$ cat config.mk
export PLATFORM = sky130hd
export DESIGN_NAME = bounded_list_deque_search_top
export DESIGN_NICKNAME = d
export VERILOG_FILES = /design/src/rtl/core/bldq_pkg.sv /design/src/rtl/core/bounded_list_deque_search_top.sv /design/src/rtl/core/bldq_ram.sv
export VERILOG_INCLUDE_DIRS = /design/src /design/src/rtl/core
export SDC_FILE = /design/constraint.sdc
export NUM_CORES = 1
export LEC_CHECK = 0
export BUFFER_PORTS_ARGS = -buffer_cell sky130_fd_sc_hd__buf_4
export CELL_PAD_IN_SITES_DETAIL_PLACEMENT = 1
export CELL_PAD_IN_SITES_GLOBAL_PLACEMENT = 1
export CORE_UTILIZATION = 50
export DETAILED_ROUTE_END_ITERATION = 10
export GPL_ROUTABILITY_DRIVEN = 0
export GPL_TIMING_DRIVEN = 0
export PLACE_DENSITY = 0.71
export SYNTH_ARGS = -nofsm -noshare
export SYNTH_HDL_FRONTEND = slang
export SYNTH_SLANG_ARGS = --single-unit
$ cat constraint.sdc
create_clock -name clk -period 5.66 [get_ports clk]
set_input_delay 1.132 -clock clk [delete_from_list [all_inputs] [get_ports clk]]
set_output_delay 1.132 -clock clk [all_outputs]
set_load 0.005 [all_outputs]
$ cat src/rtl/core/bounded_list_deque_search_top_assert.svh
// Assertion macros for the bounded list deque search block.
`ifndef BOUNDED_LIST_DEQUE_SEARCH_TOP_ASSERT_SVH
`define BOUNDED_LIST_DEQUE_SEARCH_TOP_ASSERT_SVH

// Condition holds at every edge out of reset.
`define BLDQ_CHECK(lbl, cond, msg) \
  lbl: assert property (@(posedge clk) disable iff (rst) (cond)) else $error(msg);

// Same-cycle implication.
`define BLDQ_IMPLY(lbl, ante, cons, msg) \
  lbl: assert property (@(posedge clk) disable iff (rst) (ante) |-> (cons)) else $error(msg);

// Next-cycle implication.
`define BLDQ_NEXT(lbl, ante, cons, msg) \
  lbl: assert property (@(posedge clk) disable iff (rst) (ante) |=> (cons)) else $error(msg);

`endif

$ cat src/rtl/core/bldq_pkg.sv
// Shared field widths, command codes and status codes for the deque search block.
package bldq_pkg;

  localparam int MODE_W   = 3;
  localparam int VALUE_W  = 32;
  localparam int STATUS_W = 2;
  localparam int POS_W    = 6;
  localparam int COUNT_W  = 6;

  localparam int MAX_RESULTS = 32;
  localparam int MATCH_W     = 6;

  localparam logic [MODE_W-1:0] MODE_PUSH_HEAD = 3'd0;
  localparam logic [MODE_W-1:0] MODE_PUSH_TAIL = 3'd1;
  localparam logic [MODE_W-1:0] MODE_POP_HEAD  = 3'd2;
  localparam logic [MODE_W-1:0] MODE_POP_TAIL  = 3'd3;
  localparam logic [MODE_W-1:0] MODE_SEARCH    = 3'd4;

  localparam logic [STATUS_W-1:0] ST_OK    = 2'd0;
  localparam logic [STATUS_W-1:0] ST_EMPTY = 2'd1;
  localparam logic [STATUS_W-1:0] ST_FULL  = 2'd2;

  typedef logic [VALUE_W-1:0] value_t;

endpackage

$ cat src/rtl/core/bounded_list_deque_search_top.sv
// Bounded deque of signed 32-bit values with a linear search walk.
// Push and remove commands give one registered result beat.
// A search walks the list from the head through the single read port of the
// entry RAM, one entry per cycle unless a match is stalled at the result
// side, and holds the command channel until its last beat is loaded.
// Each match is held one step so the final one can be marked last; a search
// with no match gives one not-found beat. Entries never written read as
// undefined, but only occupied slots are ever searched.
module bounded_list_deque_search_top #(
  parameter int DEPTH = 32
) (
  input  logic                            clk,
  input  logic                            rst,
  input  logic                            cmd_valid,
  output logic                            cmd_ready,
  input  logic [bldq_pkg::MODE_W-1:0]     mode,
  input  logic signed [bldq_pkg::VALUE_W-1:0] value,
  output logic                            rsp_valid,
  input  logic                            rsp_ready,
  output logic [bldq_pkg::STATUS_W-1:0]   status,
  output logic                            found,
  output logic [bldq_pkg::POS_W-1:0]      position,
  output logic [bldq_pkg::COUNT_W-1:0]    count,
  output logic                            last
);

  localparam int AW = (DEPTH > 1) ? $clog2(DEPTH) : 1;
  localparam int CW = $clog2(DEPTH + 1);
  localparam logic [AW-1:0] LAST_SLOT = AW'(DEPTH - 1);
  localparam logic [CW-1:0] DEPTH_C   = CW'(DEPTH);
  localparam logic [AW:0]   DEPTH_W   = (AW + 1)'(DEPTH);
  localparam logic [bldq_pkg::MATCH_W-1:0] MATCH_CAP =
    bldq_pkg::MATCH_W'(bldq_pkg::MAX_RESULTS);

  localparam logic [1:0] S_IDLE  = 2'd0;
  localparam logic [1:0] S_WALK  = 2'd1;
  localparam logic [1:0] S_FLUSH = 2'd2;

  logic [1:0]                     state;
  logic [AW-1:0]                  head_index;
  logic [CW-1:0]                  entry_count;
  bldq_pkg::value_t               key;
  logic [AW-1:0]                  rd_ptr;
  logic [CW-1:0]                  rd_pos;
  logic                           cmp_valid;
  logic [CW-1:0]                  cmp_pos;
  logic                           pend_valid;
  logic [CW-1:0]                  pend_pos;
  logic [bldq_pkg::MATCH_W-1:0]   nmatch;

  logic                           out_free;
  logic                           accept;
  logic                           is_full;
  logic                           is_empty;
  logic [AW-1:0]                  head_dec;
  logic [AW-1:0]                  head_inc;
  logic [AW-1:0]                  ptr_inc;
  logic [AW:0]                    tail_sum;
  logic [AW-1:0]                  tail_slot;
  logic                           hit;
  logic                           stall;
  logic                           walk_issue;
  logic                           walk_done;
  logic                           rsp_load;
  logic                           wr_en;
  logic [AW-1:0]                  wr_addr;
  bldq_pkg::value_t               rd_data;

  logic                           acc_emit;
  logic                           acc_search;
  logic [bldq_pkg::STATUS_W-1:0]  acc_status;
  logic [CW-1:0]                  count_next;
  logic [AW-1:0]                  head_next;

  assign out_free  = !rsp_valid || rsp_ready;
  assign cmd_ready = (state == S_IDLE) && out_free;
  assign accept    = cmd_valid && cmd_ready;
  assign is_full   = (entry_count == DEPTH_C);
  assign is_empty  = (entry_count == '0);

  assign head_dec  = (head_index == '0) ? LAST_SLOT : head_index - 1'b1;
  assign head_inc  = (head_index == LAST_SLOT) ? '0 : head_index + 1'b1;
  assign ptr_inc   = (rd_ptr == LAST_SLOT) ? '0 : rd_ptr + 1'b1;
  assign tail_sum  = (AW + 1)'(head_index) + (AW + 1)'(entry_count);
  assign tail_slot = (tail_sum >= DEPTH_W) ? AW'(tail_sum - DEPTH_W) : AW'(tail_sum);

  assign hit        = cmp_valid && (rd_data == key) && (nmatch < MATCH_CAP);
  assign stall      = hit && pend_valid && !out_free;
  assign walk_issue = (state == S_WALK) && (rd_pos != entry_count) && !stall;
  assign walk_done  = (state == S_WALK) && (rd_pos == entry_count) && !cmp_valid;

  assign rsp_load = (accept && acc_emit) ||
                    ((state == S_WALK) && hit && pend_valid && !stall) ||
                    ((state == S_FLUSH) && out_free);

  assign wr_en   = accept && !is_full &&
                   ((mode == bldq_pkg::MODE_PUSH_HEAD) || (mode == bldq_pkg::MODE_PUSH_TAIL));
  assign wr_addr = (mode == bldq_pkg::MODE_PUSH_HEAD) ? head_dec : tail_slot;

  always_comb begin
    acc_emit   = 1'b1;
    acc_search = 1'b0;
    acc_status = bldq_pkg::ST_OK;
    count_next = entry_count;
    head_next  = head_index;
    case (mode)
      bldq_pkg::MODE_PUSH_HEAD: begin
        if (is_full) begin
          acc_status = bldq_pkg::ST_FULL;
        end else begin
          head_next  = head_dec;
          count_next = entry_count + 1'b1;
        end
      end
      bldq_pkg::MODE_PUSH_TAIL: begin
        if (is_full) begin
          acc_status = bldq_pkg::ST_FULL;
        end else begin
          count_next = entry_count + 1'b1;
        end
      end
      bldq_pkg::MODE_POP_HEAD: begin
        if (is_empty) begin
          acc_status = bldq_pkg::ST_EMPTY;
        end else begin
          head_next  = head_inc;
          count_next = entry_count - 1'b1;
        end
      end
      bldq_pkg::MODE_POP_TAIL: begin
        if (is_empty) begin
          acc_status = bldq_pkg::ST_EMPTY;
        end else begin
          count_next = entry_count - 1'b1;
        end
      end
      bldq_pkg::MODE_SEARCH: begin
        if (is_empty) begin
          acc_status = bldq_pkg::ST_EMPTY;
        end else begin
          acc_emit   = 1'b0;
          acc_search = 1'b1;
        end
      end
      default: begin
        acc_status = bldq_pkg::ST_OK;
      end
    endcase
  end

  bldq_ram #(
    .WIDTH (bldq_pkg::VALUE_W),
    .DEPTH (DEPTH)
  ) u_entries (
    .clk     (clk),
    .wr_en   (wr_en),
    .wr_addr (wr_addr),
    .wr_data (value),
    .rd_en   (walk_issue),
    .rd_addr (rd_ptr),
    .rd_data (rd_data)
  );

  always_ff @(posedge clk) begin
    if (rst) begin
      state       <= S_IDLE;
      head_index  <= '0;
      entry_count <= '0;
      rsp_valid   <= 1'b0;
      cmp_valid   <= 1'b0;
      pend_valid  <= 1'b0;
      nmatch      <= '0;
    end else begin
      if (rsp_load) begin
        rsp_valid <= 1'b1;
      end else if (rsp_ready) begin
        rsp_valid <= 1'b0;
      end
      case (state)
        S_IDLE: begin
          if (accept) begin
            head_index  <= head_next;
            entry_count <= count_next;
            if (acc_emit) begin
              status    <= acc_status;
              found     <= 1'b0;
              position  <= '0;
              count     <= bldq_pkg::COUNT_W'(count_next);
              last      <= 1'b1;
            end
            if (acc_search) begin
              state      <= S_WALK;
              key        <= value;
              rd_ptr     <= head_index;
              rd_pos     <= '0;
              cmp_valid  <= 1'b0;
              pend_valid <= 1'b0;
              nmatch     <= '0;
            end
          end
        end
        S_WALK: begin
          if (!stall) begin
            cmp_valid <= walk_issue;
            if (walk_issue) begin
              rd_ptr  <= ptr_inc;
              rd_pos  <= rd_pos + 1'b1;
              cmp_pos <= rd_pos + 1'b1;
            end
            if (hit) begin
              // earlier match goes out now, it is known not to be the final one
              if (pend_valid) begin
                status    <= bldq_pkg::ST_OK;
                found     <= 1'b1;
                position  <= bldq_pkg::POS_W'(pend_pos);
                count     <= bldq_pkg::COUNT_W'(entry_count);
                last      <= 1'b0;
              end
              pend_valid <= 1'b1;
              pend_pos   <= cmp_pos;
              nmatch     <= nmatch + 1'b1;
            end
          end
          if (walk_done) begin
            state <= S_FLUSH;
          end
        end
        S_FLUSH: begin
          if (out_free) begin
            status     <= bldq_pkg::ST_OK;
            found      <= pend_valid;
            position   <= pend_valid ? bldq_pkg::POS_W'(pend_pos) : '0;
            count      <= bldq_pkg::COUNT_W'(entry_count);
            last       <= 1'b1;
            pend_valid <= 1'b0;
            state      <= S_IDLE;
          end
        end
        default: begin
          state <= S_IDLE;
        end
      endcase
    end
  end

`include "bounded_list_deque_search_top_assert.svh"

  `BLDQ_CHECK(a_count_bound, entry_count <= DEPTH_C, "entry count above depth")
  `BLDQ_IMPLY(a_nonmatch_last, rsp_valid && !found, last, "non-match beat not marked last")
  `BLDQ_IMPLY(a_pend_counted, pend_valid, nmatch != '0, "held match not counted")
  `BLDQ_NEXT(a_walk_holds_list, state != S_IDLE, $stable(entry_count) && $stable(head_index), "list changed during search")

endmodule

$ cat src/rtl/core/bldq_ram.sv
// Generic single-write, single-read RAM with registered read data.
module bldq_ram #(
  parameter int WIDTH = 32,
  parameter int DEPTH = 32
) (
  input  logic                                  clk,
  input  logic                                  wr_en,
  input  logic [((DEPTH > 1) ? $clog2(DEPTH) : 1)-1:0] wr_addr,
  input  logic [WIDTH-1:0]                      wr_data,
  input  logic                                  rd_en,
  input  logic [((DEPTH > 1) ? $clog2(DEPTH) : 1)-1:0] rd_addr,
  output logic [WIDTH-1:0]                      rd_data
);

  logic [WIDTH-1:0] mem [DEPTH];

  always_ff @(posedge clk) begin
    if (wr_en) begin
      mem[wr_addr] <= wr_data;
    end
    if (rd_en) begin
      rd_data <= mem[rd_addr];
    end
  end

endmodule
* Word-level counts from Yosys, hierarchy flattened
Memories as Yosys holds them, arrays and structs flattened. A register that Yosys moved wholly into a read port is not among the register bits. Cells that the tools add are included.
Word-level totals: input bits 39, output and inout port bits 18, memories 1, register bits 93, bits in writable memories 1024, logic and storage cells 185
Operators by class: order comparisons 2, add/sub/neg operators 9, mux-type cells 83, reductions and logical operators 48, eq/ne operators 23, bitwise operators 2
Memory list:
- u_entries.mem | words 32, width 32, read ports 1, clocked after Yosys merged registers in 1, wr ports 1, RTL line bldq_ram.sv:15 | logic [WIDTH-1:0] mem [DEPTH];
Operator list (number):
- 6-bit two-way mux | 21
- 5-bit two-way mux | 11
- 6-bit one-hot mux with 2 select lines | 3
- 6-bit one-hot mux with 3 select lines | 2
- 32-bit equality test | 1
- 1-bit two-way mux | 27
- 2-bit two-way mux | 10
- 2-bit != test, second input constant | 10
- 5-bit one-hot mux with 2 select lines | 2
- 4-bit AND reduction | 5
- 6-bit by 1-bit adder with 6-bit output, second input constant | 3
- 1-bit logical AND | 17
- 2-bit one-hot mux with 3 select lines | 2
- 6-bit AND reduction | 2
- 5-bit by 1-bit adder with 5-bit output, second input constant | 2
- 5-bit equality test, second input constant | 2
- 5-bit AND reduction | 2
- 5-bit by 1-bit subtractor with 5-bit output, second input constant | 2
- 1-bit one-hot mux with 3 select lines | 3
- 8-bit AND reduction | 1
- 5-bit by 6-bit adder with 6-bit output | 1
- 3-bit by 2-bit equality test with 1-bit output, second input constant | 2
- 6-bit equality test | 1
- 6-bit equality test, second input constant | 1
- 23 further kinds | 34

* Depth between registers and ports, before layout
word-level depth 10, mapped depth 10, gate-level depth less buffers 9

* Hierarchy
Synthesis repeated with hierarchy kept, for this count alone.
Second synthesis, totals: cell total of the unflattened synthesis 2685, area, all modules 45605.0 um^2
Modules (own cells, without submodules):
- bldq_ram | instances 1, area each 40805.4 um^2, seq. area each 31710.4 um^2, cells each 2260
- bounded_list_deque_search_top | instances 1, area each 4799.6 um^2, seq. area each 2572.5 um^2, cells each 425

* Least setup slack after synthesis
OpenSTA, ideal clock, no wires.
path kind input -> register, from input mode[2] (netlist bit), to memory u_entries.mem[0][0] (enable), buffers on the path 1, library setup time 461 ps, data arrival time 4546 ps, path slack 653 ps, required time 5199 ps, cell stages on the path 7, path through buf_2 -> nor3_1 -> nand2_1 -> o21ai_0 -> nor2b_1 -> nand2_1 -> nor3_1
Between the ends: cells in the longest elaborated chain, start to end 5, elaborated cells between the ends (all ways) 7, classes of those cells eq/ne (1); mux (3); reduce/logical (3)
Ends and longest elaborated chain:
- from (decl) | RTL line bounded_list_deque_search_top.sv:16 | input logic [bldq_pkg::MODE_W-1:0] mode,
- 3-bit by 1-bit equality test with 1-bit output or 3-bit zero test (tied branches) | RTL line bounded_list_deque_search_top.sv:97, bounded_list_deque_search_top.sv:98
- 1-bit logical OR | RTL line bounded_list_deque_search_top.sv:97 | ((mode == bldq_pkg::MODE_PUSH_HEAD) || (mode == bldq_pkg::MODE_PUSH_TAIL));
- 1-bit logical AND | RTL line bounded_list_deque_search_top.sv:96 | assign wr_en = accept && !is_full &&
- 1-bit two-way mux | RTL line bldq_ram.sv:18 | if (wr_en) begin
- 1-bit two-way mux (implied by the code) | RTL line bldq_ram.sv:19 | mem[wr_addr] <= wr_data;
- to (decl) | RTL line bldq_ram.sv:15
Several ways; a longest one is shown, not always the timed one.

* Worst setup path in the final report
from register entry_count[1], to memory u_entries.mem[23][14] (enable)
Between the ends: cells in the longest elaborated chain, start to end 6, elaborated cells between the ends (all ways) 11, classes of those cells add/sub (2); order compare (1); eq/ne (1); mux (4); reduce/logical (3)
Ends and longest elaborated chain:
- from (decl) | RTL line bounded_list_deque_search_top.sv:41 | logic [CW-1:0] entry_count;
- from (signal assigned) | RTL line bounded_list_deque_search_top.sv:183 | entry_count <= count_next;
- parallel branches: the longest is 6 deep, another holds 5-bit by 6-bit adder with 6-bit output
Several ways; the timed one is not identified.

==> metrics.md <==
| Metric | Value |
|---|---|
| Run status | `finished, final reports clean` |
| PwrDens | `329.2 nW/um^2` |
| Synth Warn # | `0` |
| Data arrival time of the critical path | `4980 ps` |
| Final Instance Area | `52290 sq um` |
| Endpoint type of the worst setup path | `flop` |
| Clock-pin slew of the registers on the worst-case setup and hold paths | `60 ps` |
| Setup WS pre-CTS | `800.1 ps` |
| All-Layer GR Usage | `28.08%` |
| Most frequently used flop master after synthesis | `edfxtp_1` |
| Number of global-route vias before repair | `26877` |
| Top-Level Pins | `57` |
| Share of Yosys cell area claimed by the top area cell type | `74.66%` |
| Syn-to-layout area delta | `15.37%` |
| Setup ws final | `1044 ps` |
| Insertion delay to the later sink of the worst-skew pair | `690 ps` |
| Area after detailed placement | `48690 sq um` |
| Crit path launch | `entry_count[1]$_SDFFE_PP0P_` |
| Worst setup SP type | `flop` |
| Startpoint of the worst-slack reg-to-reg timing path | `entry_count[1]$_SDFFE_PP0P_` |
| Register area share after synthesis | `75.63%` |
| Final standard cell utilization of the core | `58.19%` |
| Number of buffers on the longest clock path | `3` |
| Most area-consuming cells after synthesis | `edfxtp_1 (75%), mux4_2 (6.4%), mux2i_1 (4.3%)` |
| Post-route setup TNS | `0 ps` |
| Final Hold Vio Count | `0` |
| Max_cap viols | `0` |
| Achievable clock frequency | `0.2166 GHz` |
| Count of vias placed by the detailed router | `25575` |
| Slew Limit Fails | `0` |
| Number of synthesized register bits | `1149` |
| Final clock skew | `34.63 ps` |
| Worst setup path end | `u_entries.mem[23][14]$_DFFE_PP_` |
| Setup repair after global routing missed its margin | `no` |
| Total congestion overflow after global routing | `0` |
| Worst hold path type | `flop to flop` |
| Min-delay src | `cmp_pos[3]$_DFFE_PP_` |
| Post-synthesis cell count | `2469` |
| Post-detail-place hpwl | `87310 um` |
| Residual antenna-violating net count after detailed routing | `0` |
| Wire length of the first global-routing pass | `184200 um` |
| Netlist area before placement | `45330 sq um` |
| Initial core utilization | `50.43%` |
| Most frequent standard cell in the layout excluding fill and tap cells | `edfxtp_1` |
| Initial DRC count | `2690` |
| Vias/cell | `6.357` |
| Count of clock tree sinks | `1149` |
| Clock period minus final worst setup slack | `4616 ps` |
| # rows | `110` |
| End of the worst register-to-register path | `u_entries.mem[23][14]$_DFFE_PP_` |
| Most frequent cells in the layout | `edfxtp_1 (1127), mux2i_1 (193), mux4_2 (128)` |
| Floorplan die height | `303.1 um` |
| Number of cells on the worst hold path | `0` |
| Final-report setup violation count | `0` |
| Buffers added on ports | `55` |
| Post-synth EDFFs | `1127` |
| Die ar. | `91860 sq um` |
| Worst slew pin tran | `1284 ps` |
| Maximum fanout count along the critical path | `10` |
| # Post-CTS Setup Buffers | `0` |
| Syn Nets | `2526` |
| DR pass1 iterations | `5` |
| Depth of the CTS H-tree | `3` |
| Clock root cell | `clkbuf_16` |
| Crit path required time | `6030 ps` |
| Width of the chip | `303.1 um` |
| Post_cts resized | `0` |
| Critical path class | `flop to flop` |
| Pin count of the biggest net entering global routing | `34` |
| Headroom to the max-slew limit | `14.40%` |
| Count of hold buffers inserted by post-cts repair | `0` |
| Minimum setup slack among reg-to-reg paths | `1040 ps` |
| Leak Pwr | `17.35 nW` |
| Core Area | `89870 sq um` |
| Cell taking the most area after synthesis | `edfxtp_1` |
| Overall routed net length | `128200 um` |
| Number of antenna violations at the first check in global routing | `2` |
| CTS tree | `built` |
| Average cell area after synthesis | `18.36 sq um` |
| Length in cells of the worst reg-to-reg path | `13` |
| Final worst path period share | `81.56%` |
| Residual DRC count | `0` |
| Final #Nets | `2812` |
| Peak supply drop | `0.0002894 V` |
| Yosys cell types | `62` |
| Ant diodes | `0` |
| Total clock buffers created by CTS | `115` |
| Share of async-settable or async-resettable flops after synthesis | `0%` |
| Layout cell share with drive strength beyond 1 | `21.18%` |
| Final routed wire length divided by cell count | `31.88 um` |
[metrics by stage]
stage,hold slack (ps),cells,power [mW]
2_1_floorplan,400.3,2469,9.761
3_3_place_gp,402.5,3700,9.980
3_5_place_dp,415.0,3813,10.03
4_1_cts,429.5,4022,17.29
5_1_grt,439.0,4023,17.59
6_report,427.2,4023,17.21
[state kept, by name, summed over array words and instances, names as in the netlist]
| register | flops |
|---|---|
| cmp_pos | 6 |
| cmp_valid | 1 |
| count | 6 |
| entry_count | 6 |
| found | 1 |
| head_index | 5 |
| key | 32 |
| last | 1 |
| nmatch | 6 |
| pend_pos | 6 |
| pend_valid | 1 |
| position | 6 |
| rd_pos | 6 |
| rd_ptr | 5 |
| rsp_valid | 1 |
| state | 2 |
| status | 2 |
| u_entries.mem | 1024 |
| u_entries.rd_data | 32 |
[per-layer routing]
metal	global-route usage, %	part of all wire [%]	vias up
li1	-	-	10660
met1	36.80	39	13506
met2	46.85	49	1129
met3	4.284	6.9	278
met4	12.18	4.5	2
met5	0	0.010	-
[layout make-up]
class	count	area, sq um
Inverter	19	71.32
Fill cell	7937	37580
Clock inverter	56	439.2
Multi-Input combinational cell	1166	10580
Clock buffer	153	3146
Timing Repair Buffer	169	1729
Buffer	135	574.3
Sequential cell	1149	34280
Tap cell	1176	1471
[worst min-delay path by stage]
stage	slack, ps	endpoint
after global placement	400	pend_pos[5]$_DFFE_PP_
after CTS	430	pend_pos[3]$_DFFE_PP_
final	430	pend_pos[3]$_DFFE_PP_
after detailed placement	410	pend_pos[3]$_DFFE_PP_
after floorplan	400	pend_pos[0]$_DFFE_PP_
after global routing	440	pend_pos[3]$_DFFE_PP_
[worst max-delay path, stage by stage, from the launching register on]
cell and delay, ps:
dfxtp_1 360, clkbuf_1 400, inv_1 170, fa_1 450, nor2b_1 120, o21a_1 130, o21ai_0 90, a31oi_1 370
xnor2_1 370, buf_2 340, nor3_2 830, buf_6 280, buf_6 190, buf_6 180
[cell usage after synthesis, types with 5 or more instances]
cell      count
or3_1         6
buf_1        13
nor3_1       47
o21ai_0      77
nor2b_1      13
buf_4         5
xor2_1       33
clkbuf_1     78
a31oi_1       9
xnor2_1      12
and3_1        7
edfxtp_1   1127
inv_1        18
o221ai_1     66
a21o_1       35
nand2_1      99
nor4_1        5
mux2_2       65
nand2b_1     10
and2_1       14
nor3b_1       5
ha_1         17
o22ai_1      65
mux4_2      128
nor2_1       31
a211oi_1     44
buf_2        39
dfxtp_1      22
mux2i_1     193
a21oi_1     119
nand3_1      17
[kinds of logic after synthesis]
| group | count (synthesis) | share of synthesized area (%) |
|---|---|---|
| buffers and inverters | 154 | 1.424 |
| AOI/OAI and AO/OA | 445 | 6.343 |
| muxes | 386 | 12.24 |
| and+or+nand+nor | 272 | 2.978 |
| adders and majority gates | 18 | 0.5134 |
| xor gates and xnor gates | 45 | 0.8695 |
| DFF | 1149 | 75.63 |
[where the power goes]
group | internal (mW) | switching, mW | leakage [nW] | total (mW)
combinational | 0.123 | 0.340 | 5.27 | 0.463
sequential | 9.38 | 0.0180 | 10.3 | 9.40
clock | 4.19 | 3.17 | 1.75 | 7.36
Power figures use the tool's default switching activity.
